$ cat config.mk
export PLATFORM = sky130hd
export DESIGN_NAME = flight_phase_and_fault_flags_top
export DESIGN_NICKNAME = d
export VERILOG_FILES = /design/src/fpff_pkg.sv /design/src/fpff_cfg_regs.sv /design/src/fpff_phase.sv /design/src/fpff_flags.sv /design/src/flight_phase_and_fault_flags_top.sv
export SDC_FILE = /design/constraint.sdc
export NUM_CORES = 1
export LEC_CHECK = 0
export ABC_AREA = 1
export BUFFER_PORTS_ARGS = -buffer_cell sky130_fd_sc_hd__buf_2
export CORE_MARGIN = 5
export CORE_UTILIZATION = 39
export CTS_CLUSTER_DIAMETER = 80
export DETAILED_ROUTE_END_ITERATION = 12
export SYNTH_ARGS = -nofsm -noshare
export SYNTH_HDL_FRONTEND = slang
export SYNTH_SLANG_ARGS = --single-unit
$ cat constraint.sdc
create_clock -name clk -period 4.3 [get_ports clk]
set_clock_uncertainty 0.2 [all_clocks]
set_input_delay 0.645 -clock clk [delete_from_list [all_inputs] [get_ports clk]]
set_output_delay 0.645 -clock clk [all_outputs]
set_load 0.005 [all_outputs]
$ cat src/fpff_pkg.sv
// Shared types, widths and codes for the flight phase and fault flag decoder.
// No dependencies; the design files refer to this package by scoped names, the bench imports it.
`default_nettype none

package fpff_pkg;

    // Field widths
    localparam int ALT_W      = 21;
    localparam int RATE_W     = 16;
    localparam int PRESS_W    = 18;
    localparam int LAT_W      = 31;
    localparam int LON_W      = 32;
    localparam int CMD_W      = 16;
    localparam int PHASE_W    = 3;
    localparam int FLAGS_W    = 6;
    localparam int APEX_W     = 20;
    localparam int SPEED_W    = 15;
    localparam int CFG_DATA_W = 20;
    localparam int CFG_IDX_W  = 3;

    // Configuration register indexes
    localparam logic [CFG_IDX_W-1:0] REG_APEX_ALTITUDE      = 3'd0;
    localparam logic [CFG_IDX_W-1:0] REG_MODEL_SPEED_LOW    = 3'd1;
    localparam logic [CFG_IDX_W-1:0] REG_MODEL_SPEED_HIGH   = 3'd2;
    localparam logic [CFG_IDX_W-1:0] REG_PAYLOAD_SPEED_LOW  = 3'd3;
    localparam logic [CFG_IDX_W-1:0] REG_PAYLOAD_SPEED_HIGH = 3'd4;
    localparam logic [CFG_IDX_W-1:0] REG_PRESSURE_LOW       = 3'd5;
    localparam logic [CFG_IDX_W-1:0] REG_PRESSURE_HIGH      = 3'd6;

    // Register reset values
    localparam logic [APEX_W-1:0]  APEX_RESET          = 20'd40000;
    localparam logic [SPEED_W-1:0] MODEL_LOW_RESET     = 15'd1200;
    localparam logic [SPEED_W-1:0] MODEL_HIGH_RESET    = 15'd1400;
    localparam logic [SPEED_W-1:0] PAYLOAD_LOW_RESET   = 15'd600;
    localparam logic [SPEED_W-1:0] PAYLOAD_HIGH_RESET  = 15'd800;
    localparam logic [PRESS_W-1:0] PRESSURE_LOW_RESET  = 18'd50000;
    localparam logic [PRESS_W-1:0] PRESSURE_HIGH_RESET = 18'd120000;

    // Flight phase codes
    localparam logic [PHASE_W-1:0] PHASE_READY      = 3'd0;
    localparam logic [PHASE_W-1:0] PHASE_ASCENT     = 3'd1;
    localparam logic [PHASE_W-1:0] PHASE_MODEL_DESC = 3'd2;
    localparam logic [PHASE_W-1:0] PHASE_SEPARATION = 3'd3;
    localparam logic [PHASE_W-1:0] PHASE_PAYLOAD    = 3'd4;
    localparam logic [PHASE_W-1:0] PHASE_RECOVERY   = 3'd5;

    // Fault flag bit positions
    localparam int FLAG_MODEL_SPEED   = 0;
    localparam int FLAG_PAYLOAD_SPEED = 1;
    localparam int FLAG_PRESSURE      = 2;
    localparam int FLAG_GPS           = 3;
    localparam int FLAG_SEPARATION    = 4;
    localparam int FLAG_COMMAND       = 5;

    // Altitude thresholds in centimetres
    localparam int READY_ALT_LIMIT  = 500;
    localparam int READY_PEAK_LIMIT = 1000;
    localparam int LOW_BAND_LIMIT   = 5000;
    localparam int RECOVERY_LIMIT   = 1000;
    localparam int APEX_MARGIN      = 1000;

    typedef struct packed {
        logic [APEX_W-1:0]  apex_altitude;
        logic [SPEED_W-1:0] model_speed_low;
        logic [SPEED_W-1:0] model_speed_high;
        logic [SPEED_W-1:0] payload_speed_low;
        logic [SPEED_W-1:0] payload_speed_high;
        logic [PRESS_W-1:0] pressure_low;
        logic [PRESS_W-1:0] pressure_high;
    } cfg_t;

    typedef struct packed {
        logic signed [ALT_W-1:0]  main_altitude;
        logic signed [ALT_W-1:0]  second_altitude;
        logic signed [ALT_W-1:0]  earlier_altitude;
        logic signed [RATE_W-1:0] descent_rate;
        logic [PRESS_W-1:0]       carrier_pressure;
        logic signed [LAT_W-1:0]  latitude;
        logic signed [LON_W-1:0]  longitude;
        logic [CMD_W-1:0]         command_digits;
    } sample_t;

endpackage

`default_nettype wire

$ cat src/fpff_cfg_regs.sv
// Configuration register file for the flight phase decoder.
// Depends on fpff_pkg for the index codes, reset values and cfg_t.
`default_nettype none

module fpff_cfg_regs (
    input  wire logic                               clk,
    input  wire logic                               rst_n,
    input  wire logic                               cfg_write_en,
    input  wire logic [fpff_pkg::CFG_IDX_W-1:0]     cfg_index,
    input  wire logic [fpff_pkg::CFG_DATA_W-1:0]    cfg_data,
    output fpff_pkg::cfg_t                          cfg
);

    fpff_pkg::cfg_t cfg_reg;
    fpff_pkg::cfg_t cfg_next;

    always_comb
    begin
        cfg_next = cfg_reg;
        if (cfg_write_en)
        begin
            case (cfg_index)
                fpff_pkg::REG_APEX_ALTITUDE:
                    cfg_next.apex_altitude = cfg_data[fpff_pkg::APEX_W-1:0];
                fpff_pkg::REG_MODEL_SPEED_LOW:
                    cfg_next.model_speed_low = cfg_data[fpff_pkg::SPEED_W-1:0];
                fpff_pkg::REG_MODEL_SPEED_HIGH:
                    cfg_next.model_speed_high = cfg_data[fpff_pkg::SPEED_W-1:0];
                fpff_pkg::REG_PAYLOAD_SPEED_LOW:
                    cfg_next.payload_speed_low = cfg_data[fpff_pkg::SPEED_W-1:0];
                fpff_pkg::REG_PAYLOAD_SPEED_HIGH:
                    cfg_next.payload_speed_high = cfg_data[fpff_pkg::SPEED_W-1:0];
                fpff_pkg::REG_PRESSURE_LOW:
                    cfg_next.pressure_low = cfg_data[fpff_pkg::PRESS_W-1:0];
                fpff_pkg::REG_PRESSURE_HIGH:
                    cfg_next.pressure_high = cfg_data[fpff_pkg::PRESS_W-1:0];
                default:
                    cfg_next = cfg_reg;   // unused index: drop the write
            endcase
        end
    end

    always_ff @(posedge clk or negedge rst_n)
    begin
        if (!rst_n)
        begin
            cfg_reg.apex_altitude      <= fpff_pkg::APEX_RESET;
            cfg_reg.model_speed_low    <= fpff_pkg::MODEL_LOW_RESET;
            cfg_reg.model_speed_high   <= fpff_pkg::MODEL_HIGH_RESET;
            cfg_reg.payload_speed_low  <= fpff_pkg::PAYLOAD_LOW_RESET;
            cfg_reg.payload_speed_high <= fpff_pkg::PAYLOAD_HIGH_RESET;
            cfg_reg.pressure_low       <= fpff_pkg::PRESSURE_LOW_RESET;
            cfg_reg.pressure_high      <= fpff_pkg::PRESSURE_HIGH_RESET;
        end
        else
        begin
            cfg_reg <= cfg_next;
        end
    end

    assign cfg = cfg_reg;

endmodule

`default_nettype wire

$ cat src/fpff_phase.sv
// Flight phase decision with the peak altitude and last phase state.
// Depends on fpff_pkg for sample_t, phase codes and altitude thresholds.
`default_nettype none

module fpff_phase (
    input  wire logic                          clk,
    input  wire logic                          rst_n,
    input  wire logic                          advance,
    input  wire fpff_pkg::sample_t             sample,
    input  wire logic [fpff_pkg::APEX_W-1:0]   apex_altitude,
    output logic [fpff_pkg::PHASE_W-1:0]       phase
);

    logic signed [fpff_pkg::ALT_W-1:0]   peak_reg;
    logic signed [fpff_pkg::ALT_W-1:0]   peak_next;
    logic [fpff_pkg::PHASE_W-1:0]        last_phase_reg;

    // 22-bit signed view so the unsigned apex compares against altitudes
    logic signed [fpff_pkg::ALT_W:0]     alt_x;
    logic signed [fpff_pkg::ALT_W:0]     peak_x;
    logic signed [fpff_pkg::ALT_W:0]     apex_x;

    logic below_ready;
    logic peak_low;
    logic climbing;
    logic above_apex;
    logic above_low_band;
    logic peak_over_apex;
    logic in_recovery_band;
    logic last_sep_or_later;

    always_comb
    begin
        peak_next = (sample.main_altitude > peak_reg) ? sample.main_altitude : peak_reg;
    end

    assign alt_x  = {sample.main_altitude[fpff_pkg::ALT_W-1], sample.main_altitude};
    assign peak_x = {peak_next[fpff_pkg::ALT_W-1], peak_next};
    assign apex_x = $signed({2'b00, apex_altitude});

    assign below_ready      = alt_x < 22'(fpff_pkg::READY_ALT_LIMIT);
    assign peak_low         = peak_x < 22'(fpff_pkg::READY_PEAK_LIMIT);
    assign climbing         = (sample.main_altitude > sample.earlier_altitude)
                              && (sample.second_altitude > 21'(fpff_pkg::LOW_BAND_LIMIT));
    assign above_apex       = alt_x > apex_x;
    assign above_low_band   = alt_x > 22'(fpff_pkg::LOW_BAND_LIMIT);
    assign peak_over_apex   = peak_x > apex_x;
    assign in_recovery_band = alt_x <= 22'(fpff_pkg::RECOVERY_LIMIT);
    assign last_sep_or_later = last_phase_reg >= fpff_pkg::PHASE_SEPARATION;

    // First match wins; phase 4 in the low band falls back to ready
    always_comb
    begin
        phase = fpff_pkg::PHASE_READY;
        if (below_ready && peak_low)
        begin
            phase = fpff_pkg::PHASE_READY;
        end
        else if (climbing)
        begin
            phase = fpff_pkg::PHASE_ASCENT;
        end
        else if (above_apex && (last_phase_reg == fpff_pkg::PHASE_ASCENT))
        begin
            phase = fpff_pkg::PHASE_MODEL_DESC;
        end
        else if (!above_apex && above_low_band && peak_over_apex)
        begin
            phase = last_sep_or_later ? fpff_pkg::PHASE_SEPARATION
                                      : fpff_pkg::PHASE_MODEL_DESC;
        end
        else if (!above_low_band && peak_over_apex)
        begin
            case (last_phase_reg)
                fpff_pkg::PHASE_MODEL_DESC: phase = fpff_pkg::PHASE_SEPARATION;
                fpff_pkg::PHASE_SEPARATION: phase = fpff_pkg::PHASE_PAYLOAD;
                default:                    phase = fpff_pkg::PHASE_READY;
            endcase
        end
        else if (in_recovery_band && last_sep_or_later)
        begin
            phase = fpff_pkg::PHASE_RECOVERY;
        end
    end

    always_ff @(posedge clk or negedge rst_n)
    begin
        if (!rst_n)
        begin
            peak_reg       <= '0;
            last_phase_reg <= fpff_pkg::PHASE_READY;
        end
        else if (advance)
        begin
            peak_reg       <= peak_next;
            last_phase_reg <= phase;
        end
    end

endmodule

`default_nettype wire

$ cat src/fpff_flags.sv
// Fault flag comparisons for one telemetry sample and its decided phase.
// Depends on fpff_pkg for sample_t, cfg_t, phase codes and flag positions.
`default_nettype none

module fpff_flags (
    input  wire fpff_pkg::sample_t             sample,
    input  wire fpff_pkg::cfg_t                cfg,
    input  wire logic [fpff_pkg::PHASE_W-1:0]  phase,
    output logic [fpff_pkg::FLAGS_W-1:0]       flags
);

    logic signed [fpff_pkg::RATE_W:0]   rate_x;
    logic signed [fpff_pkg::RATE_W:0]   model_low_x;
    logic signed [fpff_pkg::RATE_W:0]   model_high_x;
    logic signed [fpff_pkg::RATE_W:0]   payload_low_x;
    logic signed [fpff_pkg::RATE_W:0]   payload_high_x;
    logic signed [fpff_pkg::ALT_W+1:0]  alt_x;
    logic signed [fpff_pkg::ALT_W+1:0]  apex_x;
    logic signed [fpff_pkg::ALT_W+1:0]  sep_upper;
    logic signed [fpff_pkg::ALT_W+1:0]  sep_lower;

    assign rate_x         = {sample.descent_rate[fpff_pkg::RATE_W-1], sample.descent_rate};
    assign model_low_x    = $signed({2'b00, cfg.model_speed_low});
    assign model_high_x   = $signed({2'b00, cfg.model_speed_high});
    assign payload_low_x  = $signed({2'b00, cfg.payload_speed_low});
    assign payload_high_x = $signed({2'b00, cfg.payload_speed_high});

    assign alt_x     = {{2{sample.main_altitude[fpff_pkg::ALT_W-1]}}, sample.main_altitude};
    assign apex_x    = $signed({3'b000, cfg.apex_altitude});
    assign sep_upper = apex_x + 23'(fpff_pkg::APEX_MARGIN);
    assign sep_lower = apex_x - 23'(fpff_pkg::APEX_MARGIN);

    always_comb
    begin
        flags = '0;
        flags[fpff_pkg::FLAG_MODEL_SPEED] = (phase == fpff_pkg::PHASE_MODEL_DESC)
            && ((rate_x < model_low_x) || (rate_x > model_high_x));
        flags[fpff_pkg::FLAG_PAYLOAD_SPEED] = (phase == fpff_pkg::PHASE_PAYLOAD)
            && ((rate_x < payload_low_x) || (rate_x > payload_high_x));
        flags[fpff_pkg::FLAG_PRESSURE] = (sample.carrier_pressure < cfg.pressure_low)
            || (sample.carrier_pressure > cfg.pressure_high);
        flags[fpff_pkg::FLAG_GPS] = (sample.latitude == '0) && (sample.longitude == '0);
        flags[fpff_pkg::FLAG_SEPARATION] = (alt_x <= sep_upper) && (alt_x >= sep_lower)
            && (phase != fpff_pkg::PHASE_SEPARATION);
        flags[fpff_pkg::FLAG_COMMAND] = (sample.command_digits == '0)
            && (phase >= fpff_pkg::PHASE_SEPARATION);
    end

endmodule

`default_nettype wire

$ cat src/flight_phase_and_fault_flags_top.sv
// Top level of the flight phase and fault flag decoder: request registers,
// result register and handshake. Depends on fpff_pkg, fpff_cfg_regs,
// fpff_phase and fpff_flags.
//
//  channel  | handshake                       | payload
//  ---------+---------------------------------+-----------------------------------
//  sample   | sample_valid / sample_stall     | eight telemetry fields
//  result   | result_valid / result_stall     | flight_phase, fault_flags
//  config   | cfg_write_en                    | cfg_index, cfg_data
//
// One request per cycle sustained while results are not stalled; a taken request
// passes the input register, then the result register, on its way to the outputs.
// The peak altitude and last phase update in the single cycle that moves a request
// into the result register.
// Reset loads the default register values and clears peak, last phase and valids.
// A stalled result holds; the sample side stalls only while both stages are full
// and the result is stalled.
`default_nettype none

module flight_phase_and_fault_flags_top (
    input  wire logic                               clk,
    input  wire logic                               rst_n,

    input  wire logic                               sample_valid,
    output logic                                    sample_stall,
    input  wire logic signed [fpff_pkg::ALT_W-1:0]  main_altitude,
    input  wire logic signed [fpff_pkg::ALT_W-1:0]  second_altitude,
    input  wire logic signed [fpff_pkg::ALT_W-1:0]  earlier_altitude,
    input  wire logic signed [fpff_pkg::RATE_W-1:0] descent_rate,
    input  wire logic [fpff_pkg::PRESS_W-1:0]       carrier_pressure,
    input  wire logic signed [fpff_pkg::LAT_W-1:0]  latitude,
    input  wire logic signed [fpff_pkg::LON_W-1:0]  longitude,
    input  wire logic [fpff_pkg::CMD_W-1:0]         command_digits,

    output logic                                    result_valid,
    input  wire logic                               result_stall,
    output logic [fpff_pkg::PHASE_W-1:0]            flight_phase,
    output logic [fpff_pkg::FLAGS_W-1:0]            fault_flags,

    input  wire logic                               cfg_write_en,
    input  wire logic [fpff_pkg::CFG_IDX_W-1:0]     cfg_index,
    input  wire logic [fpff_pkg::CFG_DATA_W-1:0]    cfg_data
);

    fpff_pkg::cfg_t    cfg;
    fpff_pkg::sample_t sample_reg;

    logic                           sample_valid_reg;
    logic                           sample_valid_next;
    logic                           result_valid_reg;
    logic                           result_valid_next;
    logic [fpff_pkg::PHASE_W-1:0]   phase_reg;
    logic [fpff_pkg::FLAGS_W-1:0]   flags_reg;
    logic [fpff_pkg::PHASE_W-1:0]   phase_calc;
    logic [fpff_pkg::FLAGS_W-1:0]   flags_calc;
    logic                           advance;
    logic                           accept;

    fpff_cfg_regs u_cfg (
        .clk          (clk),
        .rst_n        (rst_n),
        .cfg_write_en (cfg_write_en),
        .cfg_index    (cfg_index),
        .cfg_data     (cfg_data),
        .cfg          (cfg)
    );

    fpff_phase u_phase (
        .clk           (clk),
        .rst_n         (rst_n),
        .advance       (advance),
        .sample        (sample_reg),
        .apex_altitude (cfg.apex_altitude),
        .phase         (phase_calc)
    );

    fpff_flags u_flags (
        .sample (sample_reg),
        .cfg    (cfg),
        .phase  (phase_calc),
        .flags  (flags_calc)
    );

    // Move the held request on whenever the result register is free or draining
    assign advance      = sample_valid_reg && (!result_valid_reg || !result_stall);
    assign sample_stall = sample_valid_reg && !advance;
    assign accept       = sample_valid && !sample_stall;

    always_comb
    begin
        sample_valid_next = sample_valid_reg;
        if (accept)
        begin
            sample_valid_next = 1'b1;
        end
        else if (advance)
        begin
            sample_valid_next = 1'b0;
        end

        result_valid_next = result_valid_reg;
        if (advance)
        begin
            result_valid_next = 1'b1;
        end
        else if (!result_stall)
        begin
            result_valid_next = 1'b0;
        end
    end

    always_ff @(posedge clk or negedge rst_n)
    begin
        if (!rst_n)
        begin
            sample_valid_reg <= 1'b0;
            result_valid_reg <= 1'b0;
        end
        else
        begin
            sample_valid_reg <= sample_valid_next;
            result_valid_reg <= result_valid_next;
        end
    end

    always_ff @(posedge clk)
    begin
        if (accept)
        begin
            sample_reg.main_altitude    <= main_altitude;
            sample_reg.second_altitude  <= second_altitude;
            sample_reg.earlier_altitude <= earlier_altitude;
            sample_reg.descent_rate     <= descent_rate;
            sample_reg.carrier_pressure <= carrier_pressure;
            sample_reg.latitude         <= latitude;
            sample_reg.longitude        <= longitude;
            sample_reg.command_digits   <= command_digits;
        end
        if (advance)
        begin
            phase_reg <= phase_calc;
            flags_reg <= flags_calc;
        end
    end

    assign result_valid = result_valid_reg;
    assign flight_phase = phase_reg;
    assign fault_flags  = flags_reg;

    // The phase code never leaves the defined range
    a_phase_range: assert property (@(posedge clk) disable iff (!rst_n)
        result_valid |-> (flight_phase <= fpff_pkg::PHASE_RECOVERY))
        else $error("flight phase out of range");

    // Speed window flags only appear in their own descent phase
    a_speed_flags: assert property (@(posedge clk) disable iff (!rst_n)
        result_valid |->
            (!fault_flags[fpff_pkg::FLAG_MODEL_SPEED]
                || (flight_phase == fpff_pkg::PHASE_MODEL_DESC))
            && (!fault_flags[fpff_pkg::FLAG_PAYLOAD_SPEED]
                || (flight_phase == fpff_pkg::PHASE_PAYLOAD)))
        else $error("speed flag raised outside its phase");

    // Separation flag is never paired with the separation phase
    a_sep_flag: assert property (@(posedge clk) disable iff (!rst_n)
        result_valid |-> !(fault_flags[fpff_pkg::FLAG_SEPARATION]
            && (flight_phase == fpff_pkg::PHASE_SEPARATION)))
        else $error("separation flag during separation phase");

    // The sample side only stalls behind a stalled, full result register
    a_stall_cause: assert property (@(posedge clk) disable iff (!rst_n)
        sample_stall |-> (result_valid && result_stall))
        else $error("sample stalled without a stalled result");

    // A request moved on while the result was stalled would overwrite it
    a_no_overwrite: assert property (@(posedge clk) disable iff (!rst_n)
        (result_valid && result_stall) |=> $stable(flight_phase) && $stable(fault_flags))
        else $error("stalled result overwritten");

endmodule

`default_nettype wire

==> results of run 1 <==
-- layout make-up --
type | count | area [um2]
fillers | 4170 | 23040
flip-flops and latches | 327 | 9153
multi-input cells | 1152 | 7564
repair buffers | 268 | 1521
clock buffers | 48 | 1020
inverters | 265 | 998.5
well taps | 592 | 740.7
clock inverters | 23 | 285.3
-- cells by family (layout without fill, tap and decap cells) --
| kind of cell | Yosys count | after routing | share of synthesized area |
|---|---|---|---|
| and+or+nand+nor | 595 | 597 | 0.1489 |
| DFF | 327 | 327 | 0.5221 |
| AOI/OAI and AO/OA | 317 | 317 | 0.09921 |
| buffers and inverters | 299 | 604 | 0.06573 |
| adders and majority gates | 211 | 211 | 0.1506 |
| xor gates and xnor gates | 27 | 27 | 0.01349 |
-- through the flow --
| step | setup TNS [ps] | cell area, um2 | hold WS [ps] | util |
|---|---|---|---|---|
| floorplan | 0 | 17530 | 149.4 | - |
| global placement | 0 | 19470 | 266.1 | 0.4394 |
| detailed placement | -91.04 | 19470 | 273.6 | 0.4394 |
| CTS | 0 | 20810 | 11.23 | 0.4695 |
| global route | -345.7 | 21280 | 19.40 | 0.4802 |
| finish | 0 | 21280 | 55.14 | 0.4802 |
-- what timing repair did --
action	4_1_cts	5_1_grt
pin swaps	0	34
endpoints found under the setup margin	5	10
cloned	0	2
gates resized for setup	3	64
hold endpoints to repair	49	0
hold buffers	1	0
buffers inserted	0	19
-- synthesized netlist by cell type (all sizes together) (2+ instances only) --
cell,instances,area (um2)
a21oi,94,470.5
nor3,25,125.1
xnor2,2,17.52
ha,211,2640
a211oi,10,75.07
o211ai,8,60.06
or2,3,18.77
clkbuf,29,108.9
nand3,54,285.3
a21o,5,37.54
inv,264,991.0
o2111ai,2,17.52
nor3b,2,15.01
buf,5,48.79
nor2,83,326.6
o221ai,2,17.52
o21a,6,45.04
dfrtp,107,2678
nand4,35,225.2
xor2,25,219.0
a21boi,2,15.01
a31oi,2,12.51
nand2,362,1416
o21ai,172,868.3
o31ai,3,22.52
dfstp,35,919.6
o21bai,3,22.52
edfxtp,185,5555
nor4,27,168.9
-- power groups by stage --
stage	Sequential, W	Clock (W)	Combinational, W
2_1_floorplan	0.00410	0	0.00235
3_3_place_gp	0.00415	0	0.00308
3_5_place_dp	0.00417	0	0.00321
4_1_cts	0.00411	0.00348	0.00325
5_1_grt	0.00417	0.00362	0.00424
6_report	0.00412	0.00337	0.00373
-- layer usage --
layer | track usage | vias to the layer above | wire length, um
met5 | 0 | - | 13
met4 | 0.05349 | 2 | 1103
met3 | 0.02900 | 76 | 2135
met2 | 0.3165 | 307 | 22860
met1 | 0.2367 | 6346 | 19950
li1 | - | 6626 | -
-- critical path: cells and delay by family (launching register included) --
| family | cells | cell delay, ps |
|---|---|---|
| AND/OR/NAND/NOR | 24 | 2290 |
| buffers and inverters | 5 | 470 |
| adder cells (fa/ha/maj) | 2 | 570 |
| flip-flops | 1 | 400 |
-- worst min-delay path by stage --
| stage | slack (ps) | depth (start not counted) | endpoint |
|---|---|---|---|
| 3_3_place_gp | 270 | 2 | u_cfg.cfg[82]$_DFFE_PN0P_ |
| 4_1_cts | 10 | 1 | sample_reg[157]$_DFFE_PP_ |
| 5_1_grt | 20 | 1 | sample_reg[125]$_DFFE_PP_ |
| 2_1_floorplan | 150 | 0 | result_valid$_DFFE_PN0P_ |
| 6_report | 60 | 1 | sample_reg[117]$_DFFE_PP_ |
| 3_5_place_dp | 270 | 2 | u_cfg.cfg[43]$_DFFE_PN0P_ |
==> impl_metrics.py, run 1 <==
metrics = {
    "synthesis": {
        "ys.flop_type": "edfxtp_1",
        "yosysUniqueCellTypes": 52,
        "ys_ff_latch": 327,
        "avgSynthCellArea_um2": 9.871,
        "syn_area_um2": 17530,
        "synth_edf_count": 185,
        "seq_area_frac_synth": 0.5221,
        "syn_nets": 2191,
        "async_flop_share": 0.4343,
        "synth_warnings": 0,
        "synthCells": 1776,
    },
    "placed_design": {
        "hpwl_um": 34310,
        "portBuffers": 214,
        "pre_cts_ws_ps": -75.91,
        "dp_cells": 2582,
        "place.gp.congestion": 0.9077,
    },
    "global_route": {
        "grt_usage": 0.1824,
        "grt_pass1_vias": 13460,
        "grt_max_degree": 92,
        "grt_pass1_wl_um": 72020,
        "grt-ovfl-total": 0,
        "antenna_found_initial": 1,
    },
    "route": {
        "ant_nets": 0,
        "drc": 0,
        "wire_per_inst_um": 17.22,
        "first_pass_iters": 7,
        "viasPerCell": 4.993,
        "first_iter_violations": 770,
        "via_count": 13360,
        "wirelength_um": 46060,
    },
    "run": {
        "cap_violations": 0,
    },
    "worst_setup_path": {
        "critical_path_required_ps": 4400,
        "slowest_stage": "dfrtp_1",
        "r2r_end": "fault_flags[4]$_DFFE_PP_",
        "crit_path_max_fanout": 7,
        "r2r_start": "u_phase.peak_reg[20]$_DFFE_PN0P_",
        "rrSetupSlack_ps": 90,
        "crit_path_end": "fault_flags[4]$_DFFE_PP_",
        "critPathKind": "reg -> reg",
        "worst_ep_arrival_time_ps": 4310,
        "cpMostUsedCell": "nand2_1",
        "cp-startpoint": "u_phase.peak_reg[20]$_DFFE_PN0P_",
        "cp_slowest_stage_delay_ps": 400,
        "start_kind": "flip-flop",
        "reg2regPathDepth": 31,
        "critPathCaptureType": "flip-flop",
    },
    "cts": {
        "clkSinkCount": 327,
        "cts_tree": "built",
        "numCtsBuffers": 39,
        "h-tree-depth": 2,
        "clk_latency_ps": 560,
        "clockBufferDepth": 3,
        "cts.clk_slew.worst_paths_ps": 60,
        "root_buffer": "clkbuf_16",
    },
    "sta": {
        "fin_crit_sh": 0.9788,
        "slew_violations": 0,
        "max_freq_mhz": 237.6,
        "slew_headroom": 0.2404,
        "hold_viol": 0,
        "worst_slack_ps": 91.21,
        "tightest_slew_ps": 1137,
        "period_needed_ps": 4209,
        "grt_setup_unrepaired": "true",
        "setup_viol": 0,
    },
    "cells_and_area": {
        "syn_to_final_growth_pct": 21.40,
        "instances_no_fill": 2675,
        "layout_common_cells": "327 x nand2_1, 256 x inv_1, 213 x buf_2",
        "drive_gt1_frac": 0.2156,
        "final_common_cell": "nand2_1",
        "final_nets": 2468,
        "largest_register_ff_count": 176,
        "antenna_cells": 0,
    },
    "power": {
        "leakagePower_nw": 9.805,
        "p_int_w": 0.007425,
        "power_density_nw_per_um2": 527.6,
        "p_sw_w": 0.003802,
        "p_comb_frac": 0.333,
        "p_clk_frac": 0.301,
        "total_power_w": 0.01123,
        "ir_worst_vdd_uv": 329.5,
        "power_frac_seq": 0.367,
        "switching_share": 0.3387,
    },
    "die": {
        "core_um2": 44320,
        "placementRows": 77,
        "io-pin-count": 215,
        "die-area_um2": 49290,
        "die_w_um": 222.0,
        "fp.dieH_um": 222.0,
        "initial_utilization": 0.3956,
    },
    "outcome": {
        "status": "complete, no violations",
    },
    "min_path": {
        "min_from": "earlier_altitude[4]",
        "hold_path_class": "in -> reg",
    },
}
(Power assumes the default switching activity.)
==> inputs of run 2 (changes only) <==
- CORE_UTILIZATION: 39 -> 40
- REMOVE_ABC_BUFFERS: default -> 1
==> run 2 against run 1 <==
First-iteration DRC count increased by 1.3%. Sequential share of layout area decreased by 0.32 points. Power increased by 1.4%. Critical endpoint unchanged. Non-clock buffer count shrank 3. Clock power up 4%. Via count is 1.6% lower. Cell count is 0.45% lower.
==> impl_metrics.py, run 2 (synthesized netlist as in run 1, its figures left out) <==
metrics = {
    "sta": {
        "fin_crit_sh": 0.9678,
        "period_needed_ps": 4162,
        "hold_viol": 0,
        "slew_violations": 0,
        "setup_viol": 0,
        "tightest_slew_ps": 1138,
        "grt_setup_unrepaired": "true",
        "max_freq_mhz": 240.3,
        "slew_headroom": 0.2393,
        "hold-worst-slack_ps": 59.79,
    },
    "cells_and_area": {
        "fin_util": 0.4966,
        "antenna_cells": 0,
        "final_nets": 2466,
        "fin_area_um2": 21440,
        "final-seq-area_um2": 9153,
        "fill_cells": 4046,
        "layout_common_cells": "326 x nand2_1, 245 x inv_1, 213 x buf_2",
        "largest_register_ff_count": 176,
        "final_common_cell": "nand2_1",
        "multiInputGateArea_um2": 7661,
        "drive_gt1_frac": 0.2247,
        "instances_no_fill": 2663,
        "syn_to_final_growth_pct": 22.30,
    },
    "cts": {
        "numCtsBuffers": 39,
        "root_buffer": "clkbuf_16",
        "h-tree-depth": 2,
        "cts.clk_slew.worst_paths_ps": 60,
        "clk_latency_ps": 560,
        "clkSinkCount": 327,
        "clockBufferDepth": 3,
        "cts_tree": "built",
    },
    "worst_setup_path": {
        "start_kind": "flip-flop",
        "slowest_stage": "dfrtp_1",
        "critPathCaptureType": "flip-flop",
        "cpMostUsedCell": "nand2_1",
        "critPathTopFamily": "simple AND/OR/NAND/NOR gates",
        "cp_slowest_stage_delay_ps": 390,
        "worst_ep_arrival_time_ps": 4260,
        "critPathKind": "reg -> reg",
        "critPathBufInv": 4,
        "critical_path_required_ps": 4390,
        "crit_path_max_fanout": 6,
    },
    "global_route": {
        "grt-ovfl-total": 0,
        "grt_usage": 0.1750,
        "antenna_found_initial": 1,
        "grt_pass1_wl_um": 67110,
        "grt_max_degree": 82,
        "grt_pass1_vias": 12670,
    },
    "run": {
        "cap_violations": 0,
    },
    "power": {
        "leakagePower_nw": 9.860,
        "ir_worst_vdd_uv": 262.0,
        "power_density_nw_per_um2": 530.9,
    },
    "route": {
        "wire_per_inst_um": 16.16,
        "via_count": 13150,
        "drc": 0,
        "first_pass_iters": 6,
        "viasPerCell": 4.937,
        "wirelength_um": 43040,
        "ant_nets": 0,
        "first_iter_violations": 780,
    },
    "die": {
        "die-area_um2": 48110,
        "die_w_um": 219.3,
        "initial_utilization": 0.4061,
        "io-pin-count": 215,
        "core_um2": 43170,
        "placementRows": 76,
        "fp.dieH_um": 219.3,
    },
    "placed_design": {
        "dp_cells": 2576,
        "place_area_um2": 19470,
        "hpwl_um": 32170,
        "place.gp.congestion": 0.9053,
        "portBuffers": 214,
    },
    "min_path": {
        "hold_path_class": "in -> reg",
    },
    "outcome": {
        "status": "complete, no violations",
    },
}
run 2: cell types whose count changed in the layout (fill, tap and decap cells not counted), sizes merged:
cell	before	now
clkbuf	48	49
clkinv	9	10
buf	267	263
clkinvlp	5	0
nand2	364	365
bufinv	6	7
run 2: final timing paths:
| path | from | cells past startpoint | slack [ps] | endpoint |
|---|---|---|---|---|
| worst max-delay path | u_phase.peak_reg[6]$_DFFE_PN0P_ | 33 | 140 | fault_flags[4]$_DFFE_PP_ |
| worst min-delay path | descent_rate[8] | 1 | 60 | sample_reg[105]$_DFFE_PP_ |
| worst max register to register | u_phase.peak_reg[6]$_DFFE_PN0P_ | 33 | 140 | fault_flags[4]$_DFFE_PP_ |
| worst min register to register | u_cfg.cfg[53]$_DFFE_PN0P_ | 2 | 290 | u_cfg.cfg[53]$_DFFE_PN0P_ |
| max in group asynchronous | rst_n | 3 | 2460 | u_cfg.cfg[111]$_DFFE_PN1P_ |
| min in group asynchronous | rst_n | 2 | 480 | u_cfg.cfg[61]$_DFFE_PN0P_ |
run 2: metal layers:
metal | global-route usage | part of all wire | up-vias
li1 | - | - | 6629
met1 | 0.2405 | 0.46 | 6168
met2 | 0.2874 | 0.48 | 281
met3 | 0.02690 | 0.047 | 68
met4 | 0.05275 | 0.023 | 0
met5 | 0 | 0 | -
run 2: area by class of cell:
type / count / area share
clock buffer: 48 / 0.05001
clock inverter: 20 / 0.01406
inverter: 265 / 0.04663
multi-input combinational: 1153 / 0.3573
sequential: 327 / 0.4269
tap: 585 / 0.03414
timing repair buffer: 265 / 0.07091
run 2: timing repair:
action	in CTS	in global routing
buffers inserted	0	14
hold endpoints to repair	52	0
hold buffers	1	0
gates resized for setup	0	85
setup endpoints to repair	0	10
run 2: stage by stage:
stage / total power (W) / setup slack, ps / TNS (ps)
after global routing: 0.01222 / -110.9 / -405.8
after detailed placement: 0.007309 / 40.87 / 0
after CTS: 0.01090 / 9.436 / 0
after global placement: 0.007196 / 99.99 / 0
final: 0.01138 / 138.3 / 0
after floorplan: 0.006372 / -695.0 / -122320
run 2: power by group:
group	internal [W]	switching, W	total, W
Combinational	0.00155	0.00221	0.00375
Clock	0.00220	0.00131	0.00351
Sequential	0.00385	0.000274	0.00412
